===== src/assert_macros.svh =====
// Assertion macros shared by the RTL of the SHA-1 hasher.
// Define ASSERT_OFF to compile every check out.
`ifndef ASSERT_MACROS_SVH
`define ASSERT_MACROS_SVH
`ifndef ASSERT_OFF
// Check a property at every rising edge of clk outside reset.
`define ASSERT_CLK(lbl, prop, msg) \
    lbl: assert property (@(posedge clk) disable iff (!rst_n) (prop)) else $error(msg);
// Check that a condition never holds at a rising edge of clk outside reset.
`define ASSERT_NEVER(lbl, cond, msg) \
    lbl: assert property (@(posedge clk) disable iff (!rst_n) !(cond)) else $error(msg);
`else
`define ASSERT_CLK(lbl, prop, msg)
`define ASSERT_NEVER(lbl, cond, msg)
`endif
`endif


===== src/sha1sh_pkg.sv =====
// Package for the SHA-1 stream hasher: round constants, initial chaining
// values and shared types. No dependencies.
package sha1sh_pkg;

    typedef logic [31:0] word_t;
    typedef word_t       chain_t [5];

    localparam word_t K_ROUND0 = 32'h5a82_7999;
    localparam word_t K_ROUND1 = 32'h6ed9_eba1;
    localparam word_t K_ROUND2 = 32'h8f1b_bcdc;
    localparam word_t K_ROUND3 = 32'hca62_c1d6;

    localparam word_t H_INIT0 = 32'h6745_2301;
    localparam word_t H_INIT1 = 32'hefcd_ab89;
    localparam word_t H_INIT2 = 32'h98ba_dcfe;
    localparam word_t H_INIT3 = 32'h1032_5476;
    localparam word_t H_INIT4 = 32'hc3d2_e1f0;

    localparam logic [7:0] PAD_MARK     = 8'h80;
    localparam int         NUM_ROUNDS   = 80;
    localparam logic [2:0] LAST_WORD_IX = 3'd4;
    localparam logic [5:0] LEN_START    = 6'd56;
    localparam logic [5:0] BLOCK_LAST   = 6'd63;

    function automatic word_t rotl(input word_t x, input int n);
        rotl = (x << n) | (x >> (32 - n));
    endfunction

endpackage


===== src/sha1_stream_hasher_unit.sv =====
// SHA-1 stream hasher top level: byte gathering, padding, iterative
// 80-round compression and digest output.
// Depends on sha1sh_pkg and assert_macros.svh.
//
// Usage:
//   Input channel (in_valid/in_ready) carries msg_byte, byte_valid and
//   end_msg. A byte is written into the 16-word block window; the 64th byte
//   of a block starts a compression. end_msg closes the message after the
//   byte of the same transaction, if any.
//   Output channel (out_valid/out_ready) carries the five digest words,
//   word_index 0..4, last_word high on the fifth.
//   A block compression runs 80 rounds through one shared round adder, then
//   one chaining add. Padding writes one byte per cycle from the fill
//   position to the end of the block, plus a whole second block when fewer
//   than nine slots are free; padding ends in one or two compressions, then
//   five output transactions. in_ready is low while a block is in work.
//   A stalled receiver holds the current digest word; nothing is lost.
//   Reset loads the initial chaining values, clears the byte count and
//   leaves the block idle and ready.
`include "assert_macros.svh"

module sha1_stream_hasher_unit
    import sha1sh_pkg::*;
(
    input  logic        clk,
    input  logic        rst_n,
    input  logic        in_valid,
    output logic        in_ready,
    input  logic [7:0]  msg_byte,
    input  logic        byte_valid,
    input  logic        end_msg,
    output logic        out_valid,
    input  logic        out_ready,
    output logic [31:0] digest_word,
    output logic [2:0]  word_index,
    output logic        last_word
);

    localparam logic [2:0] ST_IDLE  = 3'd0;
    localparam logic [2:0] ST_ROUND = 3'd1;
    localparam logic [2:0] ST_FINAL = 3'd2;
    localparam logic [2:0] ST_PAD   = 3'd3;
    localparam logic [2:0] ST_OUT   = 3'd4;

    localparam logic [6:0] ROUND_LAST = 7'(NUM_ROUNDS - 1);

    logic [2:0]  state_reg, state_next;
    logic [6:0]  round_reg, round_next;
    logic [60:0] count_reg, count_next;
    logic [5:0]  ptr_reg, ptr_next;
    logic        first_reg, first_next;
    logic        len_blk_reg, len_blk_next;
    logic        in_pad_reg, in_pad_next;
    logic        pend_end_reg, pend_end_next;
    logic [2:0]  idx_reg, idx_next;
    chain_t      chain_reg, chain_next;
    word_t       a_reg, b_reg, c_reg, d_reg, e_reg;
    word_t       a_next, b_next, c_next, d_next, e_next;
    word_t       win_reg [16];
    word_t       win_next [16];

    logic        in_fire, out_fire;
    logic        wr_en;
    logic [5:0]  wr_ptr;
    logic [7:0]  wr_data;
    logic [5:0]  fill_pos;
    logic [63:0] len_bits;
    word_t       w_cur, f_cur, k_cur, t_sum;

    assign in_ready    = (state_reg == ST_IDLE);
    assign out_valid   = (state_reg == ST_OUT);
    assign in_fire     = in_valid && in_ready;
    assign out_fire    = out_valid && out_ready;
    assign digest_word = chain_reg[idx_reg];
    assign word_index  = idx_reg;
    assign last_word   = (idx_reg == LAST_WORD_IX);
    assign len_bits    = {count_reg, 3'b000};

    // round function: one shared five-term adder
    always_comb
    begin
        if (round_reg < 7'd16)
        begin
            w_cur = win_reg[0];
        end
        else
        begin
            w_cur = rotl(win_reg[13] ^ win_reg[8] ^ win_reg[2] ^ win_reg[0], 1);
        end
        if (round_reg < 7'd20)
        begin
            f_cur = (b_reg & c_reg) | (~b_reg & d_reg);
            k_cur = K_ROUND0;
        end
        else if (round_reg < 7'd40)
        begin
            f_cur = b_reg ^ c_reg ^ d_reg;
            k_cur = K_ROUND1;
        end
        else if (round_reg < 7'd60)
        begin
            f_cur = (b_reg & c_reg) | (b_reg & d_reg) | (c_reg & d_reg);
            k_cur = K_ROUND2;
        end
        else
        begin
            f_cur = b_reg ^ c_reg ^ d_reg;
            k_cur = K_ROUND3;
        end
        t_sum = rotl(a_reg, 5) + f_cur + e_reg + k_cur + w_cur;
    end

    always_comb
    begin
        state_next    = state_reg;
        round_next    = round_reg;
        count_next    = count_reg;
        ptr_next      = ptr_reg;
        first_next    = first_reg;
        len_blk_next  = len_blk_reg;
        in_pad_next   = in_pad_reg;
        pend_end_next = pend_end_reg;
        idx_next      = idx_reg;
        chain_next    = chain_reg;
        a_next        = a_reg;
        b_next        = b_reg;
        c_next        = c_reg;
        d_next        = d_reg;
        e_next        = e_reg;
        wr_en         = 1'b0;
        wr_ptr        = count_reg[5:0];
        wr_data       = msg_byte;
        fill_pos      = count_reg[5:0];

        case (state_reg)
            ST_IDLE:
            begin
                if (in_fire)
                begin
                    if (byte_valid)
                    begin
                        wr_en      = 1'b1;
                        count_next = count_reg + 61'd1;
                    end
                    fill_pos      = count_next[5:0];
                    pend_end_next = end_msg;
                    in_pad_next   = 1'b0;
                    if (byte_valid && (count_reg[5:0] == BLOCK_LAST))
                    begin
                        state_next = ST_ROUND;
                        round_next = '0;
                        a_next     = chain_reg[0];
                        b_next     = chain_reg[1];
                        c_next     = chain_reg[2];
                        d_next     = chain_reg[3];
                        e_next     = chain_reg[4];
                    end
                    else if (end_msg)
                    begin
                        state_next   = ST_PAD;
                        ptr_next     = fill_pos;
                        first_next   = 1'b1;
                        len_blk_next = (fill_pos < LEN_START);
                    end
                end
            end
            ST_PAD:
            begin
                wr_en  = 1'b1;
                wr_ptr = ptr_reg;
                if (first_reg)
                begin
                    wr_data = PAD_MARK;
                end
                else if (len_blk_reg && (ptr_reg >= LEN_START))
                begin
                    wr_data = len_bits[{~ptr_reg[2:0], 3'b000} +: 8];
                end
                else
                begin
                    wr_data = 8'h00;
                end
                first_next = 1'b0;
                ptr_next   = ptr_reg + 6'd1;
                if (ptr_reg == BLOCK_LAST)
                begin
                    state_next  = ST_ROUND;
                    round_next  = '0;
                    in_pad_next = 1'b1;
                    a_next      = chain_reg[0];
                    b_next      = chain_reg[1];
                    c_next      = chain_reg[2];
                    d_next      = chain_reg[3];
                    e_next      = chain_reg[4];
                end
            end
            ST_ROUND:
            begin
                e_next     = d_reg;
                d_next     = c_reg;
                c_next     = rotl(b_reg, 30);
                b_next     = a_reg;
                a_next     = t_sum;
                round_next = round_reg + 7'd1;
                if (round_reg == ROUND_LAST)
                begin
                    state_next = ST_FINAL;
                end
            end
            ST_FINAL:
            begin
                chain_next[0] = chain_reg[0] + a_reg;
                chain_next[1] = chain_reg[1] + b_reg;
                chain_next[2] = chain_reg[2] + c_reg;
                chain_next[3] = chain_reg[3] + d_reg;
                chain_next[4] = chain_reg[4] + e_reg;
                if (in_pad_reg)
                begin
                    if (len_blk_reg)
                    begin
                        state_next = ST_OUT;
                        idx_next   = '0;
                    end
                    else
                    begin
                        // length goes into one more all-padding block
                        state_next   = ST_PAD;
                        ptr_next     = '0;
                        len_blk_next = 1'b1;
                    end
                end
                else if (pend_end_reg)
                begin
                    state_next   = ST_PAD;
                    ptr_next     = '0;
                    first_next   = 1'b1;
                    len_blk_next = 1'b1;
                end
                else
                begin
                    state_next = ST_IDLE;
                end
            end
            ST_OUT:
            begin
                if (out_fire)
                begin
                    if (idx_reg == LAST_WORD_IX)
                    begin
                        // digest delivered: start a fresh message
                        state_next    = ST_IDLE;
                        count_next    = '0;
                        pend_end_next = 1'b0;
                        chain_next[0] = H_INIT0;
                        chain_next[1] = H_INIT1;
                        chain_next[2] = H_INIT2;
                        chain_next[3] = H_INIT3;
                        chain_next[4] = H_INIT4;
                    end
                    else
                    begin
                        idx_next = idx_reg + 3'd1;
                    end
                end
            end
            default:
            begin
                state_next = ST_IDLE;
            end
        endcase
    end

    // schedule window: byte writes while filling, rolling shift in rounds
    always_comb
    begin
        for (int i = 0; i < 16; i++)
        begin
            win_next[i] = win_reg[i];
        end
        if (state_reg == ST_ROUND)
        begin
            for (int i = 0; i < 15; i++)
            begin
                win_next[i] = win_reg[i + 1];
            end
            win_next[15] = w_cur;
        end
        else if (wr_en)
        begin
            win_next[wr_ptr[5:2]][{~wr_ptr[1:0], 3'b000} +: 8] = wr_data;
        end
    end

    always_ff @(posedge clk or negedge rst_n)
    begin
        if (!rst_n)
        begin
            state_reg     <= ST_IDLE;
            round_reg     <= '0;
            count_reg     <= '0;
            ptr_reg       <= '0;
            first_reg     <= 1'b0;
            len_blk_reg   <= 1'b0;
            in_pad_reg    <= 1'b0;
            pend_end_reg  <= 1'b0;
            idx_reg       <= '0;
            chain_reg[0]  <= H_INIT0;
            chain_reg[1]  <= H_INIT1;
            chain_reg[2]  <= H_INIT2;
            chain_reg[3]  <= H_INIT3;
            chain_reg[4]  <= H_INIT4;
        end
        else
        begin
            state_reg    <= state_next;
            round_reg    <= round_next;
            count_reg    <= count_next;
            ptr_reg      <= ptr_next;
            first_reg    <= first_next;
            len_blk_reg  <= len_blk_next;
            in_pad_reg   <= in_pad_next;
            pend_end_reg <= pend_end_next;
            idx_reg      <= idx_next;
            chain_reg    <= chain_next;
        end
    end

    always_ff @(posedge clk)
    begin
        a_reg <= a_next;
        b_reg <= b_next;
        c_reg <= c_next;
        d_reg <= d_next;
        e_reg <= e_next;
        for (int i = 0; i < 16; i++)
        begin
            win_reg[i] <= win_next[i];
        end
    end

    `ASSERT_NEVER(a_round_range, (state_reg == ST_ROUND) && (round_reg > ROUND_LAST), "round counter past last round")
    `ASSERT_NEVER(a_index_range, out_valid && (word_index > LAST_WORD_IX), "digest word index out of range")
    `ASSERT_CLK(a_restart, (out_fire && last_word) |=> (in_ready && (count_reg == '0)), "message state not cleared after digest")
    `ASSERT_CLK(a_pad_start, ((state_reg == ST_PAD) && first_reg) |=> ((state_reg == ST_PAD) || (state_reg == ST_ROUND)), "pad mark write left padding early")
    `ASSERT_CLK(a_final_once, (state_reg == ST_FINAL) |=> (state_reg != ST_FINAL), "chaining add repeated")

endmodule


===== config.mk =====
export PLATFORM = sky130hd
export DESIGN_NAME = sha1_stream_hasher_unit
export DESIGN_NICKNAME = d
export VERILOG_FILES = /design/src/sha1sh_pkg.sv /design/src/sha1_stream_hasher_unit.sv
export VERILOG_INCLUDE_DIRS = /design/src /design/src/src
export SDC_FILE = /design/constraint.sdc
export NUM_CORES = 2
export LEC_CHECK = 0
export ABC_AREA = 1
export BUFFER_PORTS_ARGS = -buffer_cell sky130_fd_sc_hd__buf_2
export CAP_MARGIN = 15
export CORE_MARGIN = 8
export CORE_UTILIZATION = 35
export CTS_CLUSTER_SIZE = 20
export DETAILED_ROUTE_END_ITERATION = 8
export PLACE_DENSITY_LB_ADDON = 0.05
export SYNTH_ARGS = -nofsm -noshare
export SYNTH_HDL_FRONTEND = slang
export SYNTH_SLANG_ARGS = --single-unit

===== constraint.sdc =====
create_clock -name clk -period 11 [get_ports clk]
set_input_delay 2.75 -clock clk [delete_from_list [all_inputs] [get_ports clk]]
set_output_delay 2.75 -clock clk [all_outputs]
set_load 0.03 [all_outputs]

; Word-level counts from Yosys, hierarchy flattened
; Memories as Yosys holds them, arrays and structs flattened.
; Cells that the tools add are included.
[op_classes]
reduce_logical = 22
n_eq_ne = 25
bitwise = 20
add_sub_neg = 14
muxes = 97
shifts = 3
order_cmp = 9
[ops]
columns = cell, n
row1 = two-way mux 512 bit, 2
row2 = two-way mux 32 bit, 24
row3 = bitwise mux 512 bit, 1
row4 = one-hot mux 32 bit (3 select lines), 5
row5 = two-way mux 61 bit, 6
row6 = two-way mux 160 bit, 2
row7 = one-hot mux 160 bit (2 select lines), 1
row8 = adder 32 bit, 9
row9 = XOR 32 bit, 5
row10 = bitwise AND 32 bit, 4
row11 = demux 32 bit (select 4 bit), 1
row12 = one-hot mux 61 bit (2 select lines), 1
row13 = binary-select mux 32 bit (select 3 bit), 1
row14 = bitwise OR 32 bit, 3
row15 = indexed part select 64 x 7 -> 8 bit, 1
row16 = adder 61 x 1 -> 61 bit (second input constant), 1
row17 = two-way mux 6 bit, 7
row18 = two-way mux 3 bit, 13
row19 = NOT 32 bit, 1
row20 = bitwise OR 32 x 1 -> 32 bit, 1
row21 = bitwise OR 32 x 30 -> 32 bit, 1
row22 = bitwise OR 32 x 5 -> 32 bit, 1
row23 = variable shift 8 x 7 -> 32 bit (first input constant), 1
row24 = indexed part select 8 x 7 -> 32 bit, 1
row25 = 43 further kinds, 97
[totals]
memories = 1
register_bits = 404
in_bits = 14
mem_bits_rw = 512
[memory_table]
columns = memory, depth, word_bits, read_ports, rd_clocked_by_memory_dff, write_ports, line
row1 = win_reg, 16, 32, 16, 0, 16, sha1_stream_hasher_unit.sv:59  ; word_t win_reg [16];

; Depth between registers and ports, before layout
[logic_depth]
word_depth = 11
ltp_mapped = 27

; Worst setup path after synthesis
; OpenSTA, ideal clock, no wires.
[synth_timing]
path_type = input port to flip-flop
from = input byte_valid
to = register round_reg[5]
t_arrival_ns = 11.250
setup_time_ns = 0.140
slack_ns = -0.391
path_stages = 8
path_cell_list = clkbuf_1 -> nand2_1 -> nand2_1 -> o21ai_0 -> nor2_1 -> nand2_1 -> o21ai_0 -> a21oi_1
[synth_via]
elab_chain_cells = 3
[synth_rtl]
columns = element, line
row1 = "start, declared", sha1_stream_hasher_unit.sv:30  ; input logic byte_valid,
row2 = logical AND 1 bit, sha1_stream_hasher_unit.sv:148  ; if (byte_valid && (count_reg[5:0] == BLOCK_LAST))
row3 = != test 2 x 1 -> 1 bit (no line), n/a
row4 = AND reduction 4 bit (no line), n/a
row5 = "end signal, assigned", sha1_stream_hasher_unit.sv:316  ; round_reg <= round_next;
row6 = "end, declared", sha1_stream_hasher_unit.sv:48  ; logic [6:0] round_reg, round_next;
; Every way passes these cells.
; A chain may end at the register's enable or synchronous reset.

; Worst setup path after layout
[layout_timing]
from = register round_reg[6]
to = register a_reg[25] (data pin)
[layout_via]
elab_chain_cells = 9
word_cells_on_any_way = 16
cone_classes = 4 x add/sub / 4 x order compare / 8 x mux
[layout_rtl]
columns = element, line
row1 = less-than comparator 7 x 6 -> 1 bit, sha1_stream_hasher_unit.sv:100  ; else if (round_reg < 7'd60)
row2 = two-way mux 32 bit, sha1_stream_hasher_unit.sv:100
row3 = two-way mux 32 bit, sha1_stream_hasher_unit.sv:95  ; else if (round_reg < 7'd40)
row4 = two-way mux 32 bit, sha1_stream_hasher_unit.sv:90  ; if (round_reg < 7'd20)
row5 = adder 32 bit (3 in a row), sha1_stream_hasher_unit.sv:110  ; t_sum = rotl(a_reg, 5) + f_cur + e_reg + k_cur + w_cur;
row6 = adder 32 bit *, sha1_stream_hasher_unit.sv:110
row7 = one-hot mux 32 bit (3 select lines) *, sha1_stream_hasher_unit.sv:135  ; case (state_reg)
row8 = via a_next[25], sha1_stream_hasher_unit.sv:58  ; word_t a_next, b_next, c_next, d_next, e_next;
row9 = "end signal, assigned", sha1_stream_hasher_unit.sv:330  ; a_reg <= a_next;
row10 = "end, declared", sha1_stream_hasher_unit.sv:57  ; word_t a_reg, b_reg, c_reg, d_reg, e_reg;
; The timed path passes the listed nets; every way through them passes the cells marked *.

==> flow_summary.json <==
{
  "grt_pass1_vias": 50800,
  "num_vias": 52800,
  "cp.arrival_ns": 7.84,
  "worstPathMaxFanout": 18,
  "cts_resized": 0,
  "grt_usage_pct": 26.0,
  "netlist.area_leader.share_pct": 34.0,
  "grt-ovfl-total": 0,
  "rsz0062_at_grt": "false",
  "via_per_inst": 5.40,
  "period_share_pct": 66.3,
  "fin_skew_ns": 0.0589,
  "nFillCells": 17600,
  "pre_cts_ws_ns": 3.72,
  "endpoint_kind": "flop",
  "hold_viol": 0,
  "drc": 0,
  "worst_slack_ns": 3.71,
  "syn2layout_area_growth_pct": 10.7,
  "period_minus_slack_ns": 7.29,
  "wirelength_um": 246000,
  "initial_core_util_pct": 35.1,
  "dr.first_iter.drc_count": 5426,
  "fmax_ghz": 0.137,
  "grt_max_degree": 188,
  "htreeDepth": 3,
  "ctsHoldBuffers": 0,
  "rr_startpoint": "round_reg[6]",
  "netlist_area_mm2": 0.0594,
  "hold_class": "flop to flop",
  "io_buffers": 51,
  "syn-num-nets": 7834,
  "hp-start": "win_reg[0][223]",
  "setup_viol": 0,
  "drv_slew": 0,
  "status": "complete, no violations",
  "cp-start-kind": "flop",
  "place.gp.congestion": 0.934,
  "largest_reg_flops": 512,
  "tightestPinTransition_ns": 1.28,
  "reg2reg_to": "a_reg[25]",
  "synth_flop_cell": "edfxtp_1",
  "first_pass_iters": 7,
  "grt_pass1_wl_um": 358000,
  "cts_tree": "yes",
  "drt-wirelength-per-cell_um": 25.2,
  "async_reset_ff_share_pct": 26.6,
  "regToRegSetupSlack_ns": 3.71,
  "rows": 151,
  "hpwl_um": 187000,
  "tns_ns": 0,
  "synth_top_area_cell": "edfxtp_1",
  "clk_pin_slew_ns": 0.06,
  "synth_cells": 7492,
  "ios": 52,
  "cts-root-buf": "clkbuf_16",
  "holdPathStages": 2,
  "synth_cell_types": 56,
  "cts_buffers": 113,
  "layout-drive-gt1-share_pct": 5.93,
  "fin_util_pct": 38.9,
  "reg2regPathDepth": 24,
  "core-area_mm2": 0.169,
  "hold_end": "win_reg[0][191]",
  "floorplan.die.height_um": 428,
  "ys_top_cells_by_area": "edfxtp_1 34%, nand2_1 13%, o21ai_0 7.8%, dfrtp_1 6.9%, inv_1 5.7%",
  "antenna_found_initial": 19,
  "critPathRequiredTime_ns": 11.55,
  "cts_buffer_depth": 3,
  "slew_headroom_pct": 13.8,
  "avgSynthCellArea_um2": 7.93,
  "final_net_count": 7804,
  "ant_nets": 0,
  "post_cts.repair.setup_buffers": 0,
  "ys_ff_latch": 916,
  "numClockSinks": 916,
  "maxCapViolCount": 0,
  "yosysSeqAreaShare_pct": 44.4,
  "synth_edf_count": 672,
  "fp.dieW_um": 428,
  "insertion_delay_ns": 0.80,
  "path_class": "flop to flop",
  "die_area_mm2": 0.183,
  "yosysWarnings": 0
}
-- per-layer routing --
layer	track usage (%)	up-vias	routed length, um
met1	38.6	25900	117000
met5	0	-	67
met4	6.59	4	6260
met3	4.79	279	19000
met2	38.8	1806	104000
li1	-	24900	-
-- critical path, stage by stage (launching register included) --
cell,delay [ns]
dfrtp_1,0.41
inv_1,0.16
nand2_1,0.10
nand2_1,0.34
nand2_1,0.53
nand2_1,0.80
clkinv_1,0.83
nand2_1,0.22
nand3_1,0.12
fa_1,0.52
inv_1,0.06
fa_1,0.52
fa_1,0.41
inv_1,0.07
ha_1,0.20
inv_1,0.08
fa_1,0.49
o21bai_1,0.38
inv_1,0.08
o21bai_1,0.28
nand3_1,0.17
nand3_1,0.11
nand2_1,0.05
nand3_1,0.07
nand2_1,0.06
-- metrics by stage --
step                      hold WS [ns]  area, um^2  cells
after floorplan                  0.458       59400   7492
after global placement           0.493       62000   9557
after detailed placement         0.493       62000   9559
after CTS                        0.492       65800   9770
after global routing             0.521       65800   9776
final                            0.487       65800   9779
-- cells by family (layout without fill, tap and decap cells) --
kind of cell               after synthesis  after routing  synth area share [%]
muxes                                    2              2                0.0337
xor gates and xnor gates               174            174                  2.56
DFF                                    916            916                  44.4
other                                    0              3                     0
AOI/OAI and AO/OA                     1587           1587                  14.2
buffers and inverters                 1192           1258                  7.65
and+or+nand+nor                       3293           3293                  22.7
adders and majority gates              328            328                  8.48
-- layout make-up --
type	instances	area [um^2]	area share [%]
clock buffers	147	3050	4.63
clock inverters	64	749	1.14
diodes	3	7.51	0.0114
repair buffers	116	806	1.22
well taps	2218	2780	4.22
multi-input cells	5384	28500	43.4
inverters	931	3500	5.32
flip-flops and latches	916	26400	40.1
-- how the worst max path moves through the flow --
| stage | startpoint | endpoint | slack (ns) | cells after the start |
|---|---|---|---|---|
| final | round_reg[6] | a_reg[25] | 3.71 | 24 |
| after global routing | round_reg[4] | a_reg[25] | 3.33 | 24 |
| after CTS | round_reg[6] | a_reg[25] | 3.75 | 24 |
| after detailed placement | round_reg[6] | a_reg[25] | 3.72 | 24 |
| after global placement | round_reg[4] | a_reg[25] | 3.89 | 24 |
| after floorplan | byte_valid | round_reg[5] | 2.48 | 8 |
-- cell usage in the layout, fill, tap and decap left out, drive strengths merged, types with 4 or more instances in the layout --
cell and instances:
nor2 589, nand3 427, a21oi 347, dfrtp 164, buf 114, edfxtp 672, nand4 91, nor3b 4
nand3b 14, clkinv 51, xor2 57, nor4 10, o221ai 10, fa 125, or2 16, o21ai 1015
ha 203, xnor2 117, nand2 2066, nor3 69, and3 4, bufinv 11, o21a 40, a22oi 5
clkinvlp 5, a21boi 8, a21o 13, o211ai 27, clkbuf 149, a31oi 11, o22ai 76, inv 928
o21bai 27, dfstp 80
-- Yosys cell counts, types with 3 or more instances --
master,number
nor2_1,566
inv_2,24
o21a_1,40
dfrtp_1,164
a31oi_1,11
o21ai_2,3
nor3b_1,4
nand3b_1,14
clkbuf_1,208
clkinv_1,5
buf_1,16
xor2_1,57
fa_1,125
dfstp_2,80
and3_1,4
o211ai_1,27
nor2_2,19
inv_1,902
nor3_2,3
buf_4,5
ha_1,203
o21ai_0,928
o21ai_1,83
buf_2,30
a21boi_0,8
a21o_1,13
o221ai_1,10
nand3_1,426
or2_2,16
nor3_1,66
nor4_1,10
nand4_1,89
nor2_4,4
xnor2_1,117
a21oi_1,346
o22ai_1,76
edfxtp_1,672
o21bai_1,27
a22oi_1,5
nand2_1,2065
Power is not shown: default switching activity piles up to over one toggle a cycle in this logic, so the estimate is an artifact.
